### config.mk
export PLATFORM = sky130hd
export DESIGN_NAME = packet_payload_locator_core_flat
export DESIGN_NICKNAME = d
export VERILOG_FILES = /design/src/ppl_pkg.sv /design/src/ppl_in_if.sv /design/src/ppl_out_if.sv /design/src/ppl_front.sv /design/src/ppl_back.sv /design/src/packet_payload_locator_core.sv /design/src/flat_wrapper.sv
export SDC_FILE = /design/constraint.sdc
export NUM_CORES = 1
export LEC_CHECK = 0
export ABC_AREA = 1
export BUFFER_PORTS_ARGS = -buffer_cell sky130_fd_sc_hd__buf_2
export CORE_MARGIN = 8
export CORE_UTILIZATION = 46
export CTS_BUF_LIST = sky130_fd_sc_hd__clkbuf_2
export DETAILED_ROUTE_END_ITERATION = 10
export PLACE_DENSITY = 0.67
export SKIP_LAST_GASP = 1
export SLEW_MARGIN = 5
export SYNTH_ARGS = -nofsm -noshare
export SYNTH_HDL_FRONTEND = slang
export SYNTH_SLANG_ARGS = --single-unit
### constraint.sdc
create_clock -name clk_i -period 4 [get_ports clk_i]
set_input_delay 0.6 -clock clk_i [delete_from_list [all_inputs] [get_ports clk_i]]
set_output_delay 0.6 -clock clk_i [all_outputs]
set_load 0.1 [all_outputs]
### src/ppl_pkg.sv
package ppl_pkg;

  localparam int unsigned MaxChainHeadersDefault = 8;
  localparam int unsigned MaxFrameBytesDefault   = 65535;

  localparam logic [7:0] FixedHdrLen = 8'd8;
  localparam logic [5:0] WordBytes   = 6'd4;

  typedef enum logic [3:0] {
    KindEth  = 4'd0,
    KindIp4  = 4'd1,
    KindIp6  = 4'd2,
    KindTcp  = 4'd3,
    KindTerm = 4'd4,
    KindFrag = 4'd5,
    KindPay  = 4'd6,
    KindStop = 4'd7
  } hdr_kind_e;

  typedef enum logic [2:0] {
    VerdictPayload   = 3'd0,
    VerdictNonIp     = 3'd1,
    VerdictUnsupp    = 3'd2,
    VerdictNestedIp  = 3'd3,
    VerdictTruncated = 3'd4,
    VerdictChainLong = 3'd5
  } verdict_e;

  localparam logic [7:0] ProtoIcmp   = 8'd1;
  localparam logic [7:0] ProtoIpip   = 8'd4;
  localparam logic [7:0] ProtoTcp    = 8'd6;
  localparam logic [7:0] ProtoUdp    = 8'd17;
  localparam logic [7:0] ProtoIp6    = 8'd41;
  localparam logic [7:0] ProtoFrag   = 8'd44;
  localparam logic [7:0] ProtoEsp    = 8'd50;
  localparam logic [7:0] ProtoIcmp6  = 8'd58;

  localparam logic [15:0] EtherIp4  = 16'h0800;
  localparam logic [15:0] EtherIp6  = 16'h86DD;
  localparam logic [15:0] EtherVlan = 16'h8100;

  // Item moved from the classifying front to the back end.
  typedef struct packed {
    logic [7:0]  data;
    logic        last;
    logic        pay;
    logic [2:0]  sticky;
    logic [15:0] offset;
  } ppl_cls_t;

  typedef struct packed {
    logic [7:0]  data_out;
    logic        is_payload;
    logic        last_out;
    logic [2:0]  verdict;
    logic [15:0] payload_offset;
  } ppl_res_t;

endpackage

### src/ppl_in_if.sv
interface ppl_in_if;
  logic       valid;
  logic       ready;
  logic [7:0] data_byte;
  logic       last;
  modport source (output valid, output data_byte, output last, input ready);
  modport sink (input valid, input data_byte, input last, output ready);
endinterface

### src/ppl_out_if.sv
interface ppl_out_if;
  logic        valid;
  logic        ready;
  logic [7:0]  data_out;
  logic        is_payload;
  logic        last_out;
  logic [2:0]  verdict;
  logic [15:0] payload_offset;
  modport source (output valid, output data_out, output is_payload, output last_out,
                  output verdict, output payload_offset, input ready);
  modport sink (input valid, input data_out, input is_payload, input last_out,
                input verdict, input payload_offset, output ready);
endinterface

### src/ppl_front.sv
module ppl_front #(
  parameter int unsigned MaxChainHeaders = ppl_pkg::MaxChainHeadersDefault,
  parameter int unsigned MaxFrameBytes   = ppl_pkg::MaxFrameBytesDefault
) (
  input  logic              clk_i,
  input  logic              rst_ni,
  input  logic              valid_i,
  input  logic [7:0]        data_i,
  input  logic              last_i,
  output logic              ready_o,
  output logic              cls_valid_o,
  output ppl_pkg::ppl_cls_t cls_o,
  input  logic              cls_ready_i
);
  import ppl_pkg::*;

  localparam logic [15:0] MaxPos   = 16'(MaxFrameBytes);
  localparam logic [3:0]  MaxChain = 4'(MaxChainHeaders);

  hdr_kind_e   kind_q, kind_d;
  logic [15:0] pos_q, pos_d;
  logic [7:0]  idx_q, idx_d;
  logic [7:0]  len_q, len_d;
  logic [15:0] proto_q, proto_d;
  logic        tun_q, tun_d;
  logic [3:0]  chain_q, chain_d;
  logic [15:0] cur_q, cur_d;
  logic [2:0]  sticky_q, sticky_d;
  logic        fire;

  assign ready_o     = cls_ready_i;
  assign cls_valid_o = valid_i;
  assign fire        = valid_i && cls_ready_i;

  always_comb begin
    logic [8:0]  idx_inc;
    logic [16:0] sum;
    logic        do_enter;
    hdr_kind_e   en_kind;
    logic [7:0]  en_len;
    kind_d   = kind_q;
    idx_d    = idx_q;
    len_d    = len_q;
    proto_d  = proto_q;
    tun_d    = tun_q;
    chain_d  = chain_q;
    cur_d    = cur_q;
    sticky_d = sticky_q;
    do_enter = 1'b0;
    en_kind  = KindTerm;
    en_len   = FixedHdrLen;
    idx_inc  = {1'b0, idx_q} + 9'd1;
    sum      = {1'b0, cur_q} + {9'd0, len_q};
    if (kind_q != KindPay && kind_q != KindStop) begin
      unique case (kind_q)
        KindEth: begin
          if (idx_q == 8'd12 || idx_q == 8'd13 || idx_q == 8'd16 || idx_q == 8'd17) begin
            proto_d = {proto_q[7:0], data_i};
          end
          if (idx_q == 8'd13 && len_q == 8'd14 && {proto_q[7:0], data_i} == EtherVlan) begin
            len_d = 8'd18;
          end
        end
        KindIp4:  if (idx_q == 8'd9) proto_d = {8'd0, data_i};
        KindIp6:  if (idx_q == 8'd6) proto_d = {8'd0, data_i};
        KindFrag: if (idx_q == 8'd0) proto_d = {8'd0, data_i};
        KindTcp:  if (idx_q == 8'd12) len_d = {2'd0, data_i[7:4] * WordBytes};
        default: ;
      endcase
      sum = {1'b0, cur_q} + {9'd0, len_d};
      if (idx_inc >= {1'b0, len_d}) begin
        cur_d = sum[16] ? 16'hFFFF : sum[15:0];
        if (kind_q == KindEth) begin
          if (proto_d == EtherIp4) begin
            do_enter = 1'b1; en_kind = KindIp4; en_len = 8'd20;
          end else if (proto_d == EtherIp6) begin
            do_enter = 1'b1; en_kind = KindIp6; en_len = 8'd40;
          end else begin
            sticky_d = VerdictNonIp; kind_d = KindStop;
          end
        end else if (kind_q == KindIp4 || kind_q == KindIp6 || kind_q == KindFrag) begin
          priority case (proto_d[7:0])
            ProtoTcp: begin do_enter = 1'b1; en_kind = KindTcp; en_len = 8'd20; end
            ProtoIcmp, ProtoUdp, ProtoEsp, ProtoIcmp6: do_enter = 1'b1;
            ProtoIp6:  begin do_enter = 1'b1; en_len = 8'd40; end
            ProtoFrag: begin do_enter = 1'b1; en_kind = KindFrag; end
            ProtoIpip: begin
              if (tun_q) begin
                sticky_d = VerdictNestedIp; kind_d = KindStop;
              end else begin
                tun_d = 1'b1; do_enter = 1'b1; en_kind = KindIp4; en_len = 8'd20;
              end
            end
            default: begin sticky_d = VerdictUnsupp; kind_d = KindStop; end
          endcase
        end else begin
          kind_d = KindPay;
        end
        if (do_enter) begin
          if (chain_q >= MaxChain) begin
            sticky_d = VerdictChainLong; kind_d = KindStop;
          end else begin
            chain_d = chain_q + 4'd1;
            kind_d  = en_kind;
            len_d   = en_len;
            idx_d   = 8'd0;
            proto_d = 16'd0;
          end
        end
      end else begin
        idx_d = idx_inc[7:0];
      end
    end
  end

  always_comb begin
    pos_d = pos_q;
    if (pos_q < MaxPos) pos_d = pos_q + 16'd1;
    cls_o.data   = data_i;
    cls_o.last   = last_i;
    cls_o.pay    = (kind_d == KindPay) && (pos_q >= cur_d);
    cls_o.sticky = sticky_d;
    cls_o.offset = cur_d;
  end

  always_ff @(posedge clk_i or negedge rst_ni) begin
    if (!rst_ni) begin
      kind_q <= KindEth; pos_q <= '0; idx_q <= '0; len_q <= 8'd14;
      proto_q <= '0; tun_q <= 1'b0; chain_q <= '0; cur_q <= '0; sticky_q <= '0;
    end else if (fire) begin
      if (last_i) begin
        kind_q <= KindEth; pos_q <= '0; idx_q <= '0; len_q <= 8'd14;
        proto_q <= '0; tun_q <= 1'b0; chain_q <= '0; cur_q <= '0; sticky_q <= '0;
      end else begin
        kind_q <= kind_d; pos_q <= pos_d; idx_q <= idx_d; len_q <= len_d;
        proto_q <= proto_d; tun_q <= tun_d; chain_q <= chain_d; cur_q <= cur_d;
        sticky_q <= sticky_d;
      end
    end
  end

`ifndef ASSERT_OFF
  a_chain_bound: assert property (@(posedge clk_i) disable iff (!rst_ni)
    chain_q <= MaxChain) else $error("chain count beyond limit");
  a_stop_sticky: assert property (@(posedge clk_i) disable iff (!rst_ni)
    (kind_q == KindStop) |-> (sticky_q != 3'd0)) else $error("stop without verdict");
  a_pos_bound: assert property (@(posedge clk_i) disable iff (!rst_ni)
    pos_q <= MaxPos) else $error("position beyond limit");
`endif
endmodule

### src/ppl_back.sv
module ppl_back (
  input  logic              clk_i,
  input  logic              rst_ni,
  input  logic              cls_valid_i,
  input  ppl_pkg::ppl_cls_t cls_i,
  output logic              cls_ready_o,
  output logic              res_valid_o,
  output ppl_pkg::ppl_res_t res_o,
  input  logic              res_ready_i
);
  import ppl_pkg::*;

  // Two-entry queue: full rate with a registered ready.
  ppl_cls_t    mem_q [2];
  logic        wp_q, rp_q;
  logic [1:0]  cnt_q;
  logic        push, pop;
  ppl_cls_t    h;

  assign cls_ready_o = (cnt_q != 2'd2);
  assign push        = cls_valid_i && cls_ready_o;
  assign res_valid_o = (cnt_q != 2'd0);
  assign pop         = res_valid_o && res_ready_i;
  assign h           = mem_q[rp_q];

  always_comb begin
    res_o.data_out       = h.data;
    res_o.is_payload     = h.pay;
    res_o.last_out       = h.last;
    res_o.verdict        = VerdictPayload;
    res_o.payload_offset = '0;
    if (h.last) begin
      if (h.sticky != VerdictPayload) begin
        res_o.verdict = h.sticky;
      end else if (h.pay) begin
        res_o.payload_offset = h.offset;
      end else begin
        res_o.verdict = VerdictTruncated;
      end
    end
  end

  always_ff @(posedge clk_i) begin
    if (push) mem_q[wp_q] <= cls_i;
  end

  always_ff @(posedge clk_i or negedge rst_ni) begin
    if (!rst_ni) begin
      wp_q <= 1'b0; rp_q <= 1'b0; cnt_q <= '0;
    end else begin
      if (push) wp_q <= ~wp_q;
      if (pop) rp_q <= ~rp_q;
      cnt_q <= cnt_q + {1'b0, push} - {1'b0, pop};
    end
  end

`ifndef ASSERT_OFF
  a_cnt: assert property (@(posedge clk_i) disable iff (!rst_ni)
    cnt_q <= 2'd2) else $error("queue overflow");
  a_ptr: assert property (@(posedge clk_i) disable iff (!rst_ni)
    (cnt_q == 2'd1) |-> (wp_q != rp_q)) else $error("pointer mismatch");
  a_off: assert property (@(posedge clk_i) disable iff (!rst_ni)
    (res_valid_o && !h.last) |-> (res_o.verdict == VerdictPayload))
    else $error("verdict off the last item");
`endif
endmodule

### src/packet_payload_locator_core.sv
// Packet payload locator: takes an Ethernet frame one byte per item, passes
// every byte through and marks the bytes at or after the payload offset,
// walking Ethernet/VLAN, IPv4/IPv6, IP-in-IP, IPv6 fragment, TCP and the
// fixed 8-byte headers. On the last item it gives the verdict and offset.
// Throughput is one item per cycle while the output accepts results: the front
// classifier updates its small counters as each byte is taken, and a two-entry
// queue before the result port lets the output stall without a bubble.
module packet_payload_locator_core #(
  parameter int unsigned MaxChainHeaders = ppl_pkg::MaxChainHeadersDefault,
  parameter int unsigned MaxFrameBytes   = ppl_pkg::MaxFrameBytesDefault
) (
  input  logic       clk_i,
  input  logic       rst_ni,
  ppl_in_if.sink     in_i,
  ppl_out_if.source  out_o
);
  import ppl_pkg::*;

  logic     cls_valid, cls_ready;
  ppl_cls_t cls;
  ppl_res_t res;

  // Front: classify each byte against the header chain.
  ppl_front #(
    .MaxChainHeaders(MaxChainHeaders),
    .MaxFrameBytes  (MaxFrameBytes)
  ) u_front (
    .clk_i      (clk_i),
    .rst_ni     (rst_ni),
    .valid_i    (in_i.valid),
    .data_i     (in_i.data_byte),
    .last_i     (in_i.last),
    .ready_o    (in_i.ready),
    .cls_valid_o(cls_valid),
    .cls_o      (cls),
    .cls_ready_i(cls_ready)
  );

  // Back: hold items and form the verdict on the last one.
  ppl_back u_back (
    .clk_i      (clk_i),
    .rst_ni     (rst_ni),
    .cls_valid_i(cls_valid),
    .cls_i      (cls),
    .cls_ready_o(cls_ready),
    .res_valid_o(out_o.valid),
    .res_o      (res),
    .res_ready_i(out_o.ready)
  );

  assign out_o.data_out       = res.data_out;
  assign out_o.is_payload     = res.is_payload;
  assign out_o.last_out       = res.last_out;
  assign out_o.verdict        = res.verdict;
  assign out_o.payload_offset = res.payload_offset;

endmodule

### src/flat_wrapper.sv
// flat-port wrapper written by rule: the top's interface ports become plain ports
module packet_payload_locator_core_flat import ppl_pkg::*;
#(
  parameter int unsigned MaxChainHeaders = ppl_pkg::MaxChainHeadersDefault,
  parameter int unsigned MaxFrameBytes   = ppl_pkg::MaxFrameBytesDefault
)
  (clk_i, rst_ni, in_i_valid, in_i_data_byte, in_i_last, in_i_ready, out_o_valid, out_o_data_out, out_o_is_payload, out_o_last_out, out_o_verdict, out_o_payload_offset, out_o_ready);
  ppl_in_if in_i_i ();
  ppl_out_if out_o_i ();
  input  logic clk_i;
  input  logic rst_ni;
  input wire logic [$bits(in_i_i.valid)-1:0] in_i_valid;
  input wire logic [$bits(in_i_i.data_byte)-1:0] in_i_data_byte;
  input wire logic [$bits(in_i_i.last)-1:0] in_i_last;
  output wire logic [$bits(in_i_i.ready)-1:0] in_i_ready;
  output wire logic [$bits(out_o_i.valid)-1:0] out_o_valid;
  output wire logic [$bits(out_o_i.data_out)-1:0] out_o_data_out;
  output wire logic [$bits(out_o_i.is_payload)-1:0] out_o_is_payload;
  output wire logic [$bits(out_o_i.last_out)-1:0] out_o_last_out;
  output wire logic [$bits(out_o_i.verdict)-1:0] out_o_verdict;
  output wire logic [$bits(out_o_i.payload_offset)-1:0] out_o_payload_offset;
  input wire logic [$bits(out_o_i.ready)-1:0] out_o_ready;
  assign in_i_i.valid = in_i_valid;
  assign in_i_i.data_byte = in_i_data_byte;
  assign in_i_i.last = in_i_last;
  assign in_i_ready = in_i_i.ready;
  assign out_o_valid = out_o_i.valid;
  assign out_o_data_out = out_o_i.data_out;
  assign out_o_is_payload = out_o_i.is_payload;
  assign out_o_last_out = out_o_i.last_out;
  assign out_o_verdict = out_o_i.verdict;
  assign out_o_payload_offset = out_o_i.payload_offset;
  assign out_o_i.ready = out_o_ready;
  packet_payload_locator_core #(.MaxChainHeaders(MaxChainHeaders), .MaxFrameBytes(MaxFrameBytes)) u_core (.clk_i(clk_i), .rst_ni(rst_ni), .in_i(in_i_i), .out_o(out_o_i));
endmodule
======== Word level (Yosys, flattened, before mapping) ========
Memories as Yosys holds them, arrays and structs flattened.
Index checks and enable logic that the tools add are counted.
word-level totals
  input bits .............................. 13
  register bits after elaboration ......... 80
  memory bits (writable) .................. 58
  word-level logic and storage cells ...... 173
  memories ................................ 1
cells by class
  bitwise operators ....................... 2
  add/subtract/negate cells ............... 6
  eq/ne operators ......................... 30
  mux-type cells .......................... 91
  reduce and logical (&&, ||, !) cells .... 27
  magnitude comparators ................... 4
memories
  name                 depth  width  rd ports  clocked after memory_dff  write ports  line            source
  u_core.u_back.mem_q  2      29     1         0                         1            ppl_back.sv:14  ppl_cls_t mem_q [2];
operators by type and width
  cell                                                   number
  2-to-1 mux 16 bit                                      18
  2-to-1 mux 8 bit                                       14
  2-to-1 mux 4 bit                                       16
  one-hot mux 16 bit (4 select lines)                    1
  2-to-1 mux 3 bit                                       16
  equality test 16 bit, second input constant            2
  equality test 8 x 4 -> 1 bit, second input constant    4
  equality test 8 x 6 -> 1 bit, second input constant    4
  equality test 8 x 3 -> 1 bit, second input constant    3
  equality test 8 x 5 -> 1 bit, second input constant    3
  2-to-1 mux 19 bit                                      1
  2-to-1 mux 6 bit                                       3
  one-hot mux 6 bit (3 select lines)                     1
  adder 16 x 8 -> 17 bit                                 1
  adder 16 x 1 -> 16 bit, second input constant          1
  equality test 16 x 12 -> 1 bit, second input constant  1
  greater-or-equal comparator 16 bit                     1
  less-than comparator 16 bit, second input constant     1
  one-hot mux 8 bit (2 select lines)                     1
  2-to-1 mux 1 bit                                       15
  nonzero test 2 bit                                     7
  adder 8 x 1 -> 9 bit, second input constant            1
  greater-or-equal comparator 9 x 8 -> 1 bit             1
  one-hot mux 3 bit (3 select lines)                     1
  27 further kinds                                       43

======== Depth between registers and ports, before layout ========
Gate-level depths: netlist of the first run.
  depth after elaboration ................. 19
  gate-level depth with buffers ........... 41
  depth with buffers taken out ............ 40

======== By module ========
A second synthesis of the first run with hierarchy kept.
unflattened totals
  cells, all modules ...................... 1141
  area, all modules ....................... 8846.0 sq um
modules (own cells, without submodules)
  module     instances  cells an instance  area an instance (sq um)
  ppl_front  1          917                6202.2
  ppl_back   1          224                2643.8

======== Least setup slack after synthesis of the first run ========
No wires, ideal clock.
  path kind ............................... reg2reg
  from .................................... register u_core.u_front.idx_q[0]
  to ...................................... memory u_core.u_back.mem_q[0][19] (netlist name) (data pin)
  data arrival time ....................... 4.184 ns
  clock period less this slack ............ 4.435 ns
  library setup time ...................... 0.252 ns
  required time ........................... 3.748 ns
  path slack .............................. -0.435 ns
  cell stages (with the launch flop) ...... 34
  path through ............................ dfrtp_1 > ha_1 > inv_1 > nor2_1 > nand3_1 > nor2_1 > nand2_1 > or2_2 > nand2_1 > nand2_1 > inv_1 > nor2_1 > ha_1 > inv_1 > fa_1 > nand3b_1 > nor2_1 > nor2_1 > o21ai_0 > nand3_1 > nor2_1 > inv_1 > nor2_2 > nor2_1 > nand2_1 > inv_1 > ha_1 > a21o_1 > nand4_1 > nand2_1 > nand2_1 > nand3_1 > nand2_1 > inv_1
RTL lines
  item                      line              source
  start: declaration        ppl_front.sv:22   logic [7:0] idx_q, idx_d;
  start signal: assignment  ppl_front.sv:135  kind_q <= kind_d; pos_q <= pos_d; idx_q <= idx_d; len_q <= len_d;
  end: declaration          ppl_back.sv:14

==> reports/qor.yml, run 1 <==
die_w_um: 151
dieArea_sq_um: 22900
powerDensity_nw_per_um2: 462
numCtsBuffers: 17
setup_violations: 4
rsz0062_at_grt: "yes"
fin_nets: 1295
synth_async_sr_flop_share_pct: 58.0
drc: 0
worstSetupPathType: "flop to flop"
syn-num-nets: 1102
io_buffers: 43
drtIter0Drc: 462
ant_nets: 0
post-route-min-period_ns: 4.44
ir_drop_v: 0.000761
power_frac_seq_pct: 37.7
max_slew_margin_pct: 41.5
r2r_start: "u_core.u_front.idx_q[0]"
drive_above_1_share_pct: 28.7
grt_max_degree: 65
clockRootBuffer: "clkbuf_2"
synth_edf_count: 58
cp_max_fo: 4
vias: 7634
dr_wl_met2_um: 10200
num_rows: 49
wl_um: 22000
pin_count: 44
start_kind: "flop"
clk_pin_slew_worst_paths_ns: 0.27
synthFlopType: "dfrtp_1"
netlist_area_sq_um: 8430
ys_types: 51
p_sw_share_pct: 48.9
nFillCells: 1602
fin_area_sq_um: 10500
viasPerCell: 5.14
cp-end-kind: "flop"
fp.dieH_um: 151
p_total_mw: 4.85
seq_area_frac_synth_pct: 44.4
place_ws_ns: -0.722
grt_pass1_vias: 7434
power_frac_comb_pct: 44.1
drv_slew: 0
fin_skew_ns: 0.0470
ys_top_cells_by_area: "dfrtp_1 (23%), edfxtp_1 (21%), nand2_1 (11%), inv_1 (6.6%), ha_1 (5.6%)"
placement.cell_area_sq_um: 9910
route.met3.wl_um: 1280
power_frac_clock_pct: 18.2
synth_top_cell_by_area: "dfrtp_1"
fin_ws_ns: -0.436
globalplace.congestion: 0.924
violations: "negative setup slack"
wl_per_cell_um: 14.8
synth_top_cell_area_share_pct: 22.9
min_from: "in_i_data_byte[3]"
maxCapViolCount: 0
drt_pass1_iterations: 5
finalHoldViolCount: 0
synth_seq_cells: 138
worstMarginPinSlew_ns: 0.878
grt_overflow: 0
cts_max_level: 4
area_growth_pct: 24.5
grt_pass1_wl_um: 36200
status: "finished with violations"
p_sw_mw: 2.37
p_leak_nw: 5.09
final-seq-area_sq_um: 3750
critPathRequiredTime_ns: 4.58
multiInputGateArea_sq_um: 4140
core-area_sq_um: 18000
dp_hpwl_um: 16200
internal_power_mw: 2.48
cts.sinks: 138
cts_tree: "yes"
antenna_found_initial: 1
clk_path_buf_depth: 2
start_util_pct: 46.9
crit_path_start: "u_core.u_front.idx_q[0]"
critPathMaxStageDelay_ns: 0.50
crit_top_cell: "nand2_1"
period_share_pct: 111
synth_area_per_cell_sq_um: 8.03
wl_met1_um: 10200
grt_usage_pct: 20.0
final_util_pct: 58.4
highest_layer: "met4"
syn_inst: 1050
critPathSlowestCell: "dfrtp_2"
insertion_delay_ns: 0.80
max_freq_ghz: 0.225
ys.warnings.count: 0
hp-class: "primary input to flop"
crit_arrival_ns: 5.02
==> power by group through the flow <==
stage	Combinational [mW]	Sequential [mW]	Clock [mW]
after floorplan	1.55	1.83	0
after global placement	2.06	1.85	0
after detailed placement	2.09	1.85	0
after CTS	2.13	1.83	0.911
after global routing	2.32	1.86	0.960
final	2.14	1.83	0.884
==> registers in the layout, summed over array words and instances (netlist names) <==
name	cells
u_core.u_front.chain_q	4
u_core.u_front.kind_q	4
u_core.u_front.pos_q	16
u_core.u_back.wp_q	1
u_core.u_front.len_q	8
u_core.u_back.cnt_q	2
u_core.u_front.cur_q	16
u_core.u_front.proto_q	16
u_core.u_back.rp_q	1
u_core.u_front.sticky_q	3
u_core.u_front.idx_q	8
u_core.u_front.tun_q	1
u_core.u_back.mem_q	58
==> synthesized netlist by cell type, drive strengths merged (5+ instances only) <==
cell and count:
ha 38, nand4 15, nand2 267, clkbuf 12, edfxtp 58, a211oi 8
o22ai 16, or2 5, nor2 110, buf 11, xor2 10, o21ai 83
nand3 83, inv 162, nor3 18, xnor2 6, a21oi 43, dfrtp 77
==> through the flow <==
| step | cells | hold slack [ns] | setup TNS [ns] |
|---|---|---|---|
| 2_1_floorplan | 1050 | 0.304 | -1.33 |
| 3_3_place_gp | 1430 | 0.488 | -1.28 |
| 3_5_place_dp | 1430 | 0.492 | -1.46 |
| 4_1_cts | 1478 | 0.0391 | -1.19 |
| 5_1_grt | 1486 | 0.0509 | -2.89 |
| 6_report | 1486 | 0.0921 | -1.68 |
==> metal layers <==
metal | track usage (%) | up-vias
met5 | 0 | -
met4 | 5.69 | 0
met3 | 3.62 | 30
met2 | 32.0 | 188
met1 | 27.1 | 3574
li1 | - | 3842
==> path summary, 6_finish.rpt <==
path | end | slack, ns | depth (start not counted)
max | u_core.u_back.mem_q[1][19] | -0.44 | 39
min | u_core.u_back.mem_q[1][24] | 0.09 | 2
max reg2reg | u_core.u_back.mem_q[1][19] | -0.44 | 39
min reg2reg | u_core.u_front.sticky_q[1] | 0.55 | 2
max in group asynchronous | u_core.u_front.len_q[2] | 2.73 | 3
min in group asynchronous | u_core.u_back.cnt_q[1] | 0.44 | 2
==> placed cells by master (no fill, tap or decap), drive strengths merged, types with 2 or more instances in the layout <==
master       instances
nand2              267
buf                194
inv                167
nor2               110
nand3               83
o21ai               83
dfrtp               77
edfxtp              58
a21oi               43
ha                  38
clkbuf              18
nor3                18
o22ai               16
nand4               15
xor2                10
a211oi               8
clkinv               7
xnor2                6
or2                  5
clkinvlp             4
nand3b               3
dfstp                3
nor3b                3
a21o                 2
a31oi                2
o211ai               2
mux2i                2
nor4                 2
dlygate4sd3          2
a22oi                2
==> cells by family after synthesis <==
family | synth area share, %
AND/OR/NAND/NOR | 28.0
buffers and inverters | 9.02
AO/OA/AOI/OAI | 10.7
flip-flops | 44.4
adder cells (fa/ha/maj) | 5.88
XOR/XNOR | 1.66
multiplexers | 0.237
==> layout make-up <==
cell class | instances | share of cell area (%)
multi-input cells | 726 | 39.5
flip-flops and latches | 138 | 35.7
repair buffers | 197 | 13.6
inverters | 163 | 6.01
well taps | 229 | 2.73
clock inverters | 15 | 1.70
clock buffers | 17 | 0.810
diodes | 1 | 0.0238
==> worst max-delay path: cells and delay by family (launching register included) <==
kind	cells	cell delay (ns)
buffers and inverters	6	0.30
and+or+nand+nor	26	2.14
adders and majority gates	4	0.90
DFF	1	0.50
AOI/OAI and AO/OA	3	0.39
==> repair_timing <==
action | in CTS | in global routing
hold buffers | 2 | 0
pin swaps | 15 | 25
buffers inserted | 14 | 7
endpoints found under the hold margin | 63 | 0
endpoints found under the setup margin | 5 | 21
gates resized for setup | 16 | 31
Note: power is estimated with default switching activity, not from simulation.
==> run 2: changes to the inputs <==
- CAP_MARGIN: not set -> 30
- CORE_MARGIN: 8 -> 3
- SKIP_LAST_GASP: 1 -> not set
==> run 2 against run 1 <==
  * First-iteration DRC count rose by 18%
  * The run still ends with negative setup slack left
  * Non-clock buffer count fell by 2
  * Wire length fell by 0.70%
  * Largest cell class unchanged
  * Clock skew rose by 0.0037 ns
  * Hold slack barely moved
  * Die area fell by 13%
  * Sequential share of layout area fell by 0.34 points
  * Clock power rose by 8.9%
  * Critical path depth did not move
  * Count of clock-buffer cells in the layout did not move
  * Critical endpoint unchanged
  * Register-to-register slack improved by 0.03 ns
  * Sequential power barely moved
==> reports/qor.yml, run 2 (same netlist as run 1, synthesis figures left out) <==
viasPerCell: 5.18  # +0.86%
numCtsBuffers: 17  # unchanged
regMostFlops: "u_core.u_back.mem_q"
critPathRequiredTime_ns: 4.58  # about the same
post-route-min-period_ns: 4.40  # -0.0324 ns
num_rows: 48  # -2.0%
timing.hold.ws_ns: 0.0923  # +0.000205 ns
final_common_cell: "nand2_1"
final_cell_mix: "nand2_1 (232), buf_4 (150), inv_1 (137)"
fin_area_sq_um: 10600  # +0.92%
grt_overflow: 0  # unchanged
start_util_pct: 47.9  # +0.98 points
dieArea_sq_um: 20000  # -13%
violations: "negative setup slack"
ant_nets: 0  # unchanged
die_w_um: 141  # -6.6%
finalHoldViolCount: 0  # unchanged
drtIter0Drc: 543  # +18%
grt_pass1_vias: 7345  # -1.2%
rsz0062_at_grt: "yes"
cts_max_level: 4  # unchanged
crit_buf_inv: 6  # unchanged
fin_nets: 1293  # -0.15%
fin_skew_ns: 0.0507  # +0.00370 ns
pin_count: 44  # unchanged
max_freq_ghz: 0.227  # +0.74%
crit_top_cell: "nand2_1"
grt_pass1_wl_um: 35800  # -1.2%
io_buffers: 43  # unchanged
globalplace.congestion: 0.866  # -6.3%
period_share_pct: 110  # -0.81 points
p_leak_nw: 5.12  # +0.62%
place_ws_ns: -0.794  # -0.0713 ns
drive_above_1_share_pct: 28.8  # +0.046 points
grt_max_degree: 69  # +6.2%
ir_drop_v: 0.000792  # +4.0%
grt_usage_pct: 22.2  # +2.2 points
dp_hpwl_um: 15900  # -1.6%
cts_tree: "yes"
cp_max_fo: 4  # unchanged
cp_top_family: "simple AND/OR/NAND/NOR gates"
maxCapViolCount: 0  # unchanged
wl_um: 21900  # -0.70%
clockRootBuffer: "clkbuf_2"
largest_register_ffs: 58  # unchanged
antenna_found_initial: 2  # +1
clk_pin_slew_worst_paths_ns: 0.25  # -0.02 ns
critPathSlowestCell: "dfrtp_1"
cp-end-kind: "flop"
status: "finished with violations"
powerDensity_nw_per_um2: 465  # +0.68%
drt_pass1_iterations: 6  # +1
cts.sinks: 138  # unchanged
area_growth_pct: 25.7
clk_path_buf_depth: 2  # unchanged
drc: 0  # unchanged
hp-class: "primary input to flop"
worstSetupPathType: "flop to flop"
core-area_sq_um: 17600  # -2.0%
crit_arrival_ns: 4.98  # -0.04 ns
layout.cells.non_filler: 1482  # -0.27%
start_kind: "flop"
setup_violations: 2  # -2
dpl.cell_count: 1425  # -0.35%
max_slew_margin_pct: 59.5  # +18 points
fin_ws_ns: -0.404  # +0.0324 ns
placement.cell_area_sq_um: 9900  # -0.13%
vias: 7679  # +0.59%
drv_slew: 0  # unchanged
insertion_delay_ns: 0.79  # about the same
worstMarginPinSlew_ns: 0.607  # -0.271 ns
fp.dieH_um: 141  # -6.6%
critPathMaxStageDelay_ns: 0.48  # -0.02 ns
wl_per_cell_um: 14.7  # -0.43%
run 2: area by class of cell:
| type | count | area [sq um] |
|---|---|---|
| fillers | 1523 | 7000 |
| multi-input cells | 726 | 4220 |
| flip-flops and latches | 138 | 3750 |
| repair buffers | 195 | 1430 |
| inverters | 163 | 633 |
| well taps | 225 | 282 |
| clock inverters | 15 | 189 |
| clock buffers | 17 | 85.1 |
| diodes | 3 | 7.51 |
run 2: metrics by stage:
stage | power, mW | TNS [ns] | utilization, %
after floorplan | 3.38 | -1.33 | -
after global placement | 3.90 | -1.48 | 56.3
after detailed placement | 3.92 | -1.59 | 56.3
after CTS | 4.91 | -0.951 | 58.8
after global routing | 5.20 | -1.67 | 60.2
final | 4.93 | -0.808 | 60.2
run 2: timing repair:
| item | CTS | global route |
|---|---|---|
| resized for setup | 21 | 39 |
| hold buffers | 1 | 1 |
| hold endpoints to repair | 63 | 2 |
| endpoints found under the setup margin | 18 | 35 |
| setup buffers | 11 | 12 |
| pin swaps | 14 | 26 |
run 2: per-layer routing:
layer  global-route usage [%]  up-vias  share of wire, %
met2                     35.6      226                46
li1                         -     3831                 -
met4                     5.56        0               1.6
met3                     4.68       36               5.6
met5                        0        -                 0
met1                     31.1     3586                47
run 2: worst register-to-register path, delay by kind of cell (launching register included):
| family | cells | cell delay, ns |
|---|---|---|
| adder cells (fa/ha/maj) | 4 | 0.93 |
| flip-flops | 1 | 0.48 |
| AND/OR/NAND/NOR | 26 | 2.12 |
| buffers and inverters | 6 | 0.32 |
| AO/OA/AOI/OAI | 3 | 0.37 |
run 2: worst paths after layout:
path | startpoint | endpoint | depth (start not counted) | slack, ns
max in group asynchronous | rst_ni | u_core.u_front.pos_q[1] | 4 | 3.03
hold / removal | in_i_data_byte[2] | u_core.u_back.mem_q[0][23] | 2 | 0.09
hold reg to reg | u_core.u_front.sticky_q[0] | u_core.u_front.sticky_q[0] | 2 | 0.54
setup reg to reg | u_core.u_front.idx_q[0] | u_core.u_back.mem_q[1][19] | 39 | -0.40
min in group asynchronous | rst_ni | u_core.u_front.pos_q[4] | 2 | 0.18
setup / recovery | u_core.u_front.idx_q[0] | u_core.u_back.mem_q[1][19] | 39 | -0.40
run 2: power by group:
group / leakage [nW] / switching, mW / internal [mW]
logic: 3.31 / 1.59 / 0.541
registers: 1.64 / 0.117 / 1.72
clock network: 0.163 / 0.639 / 0.324
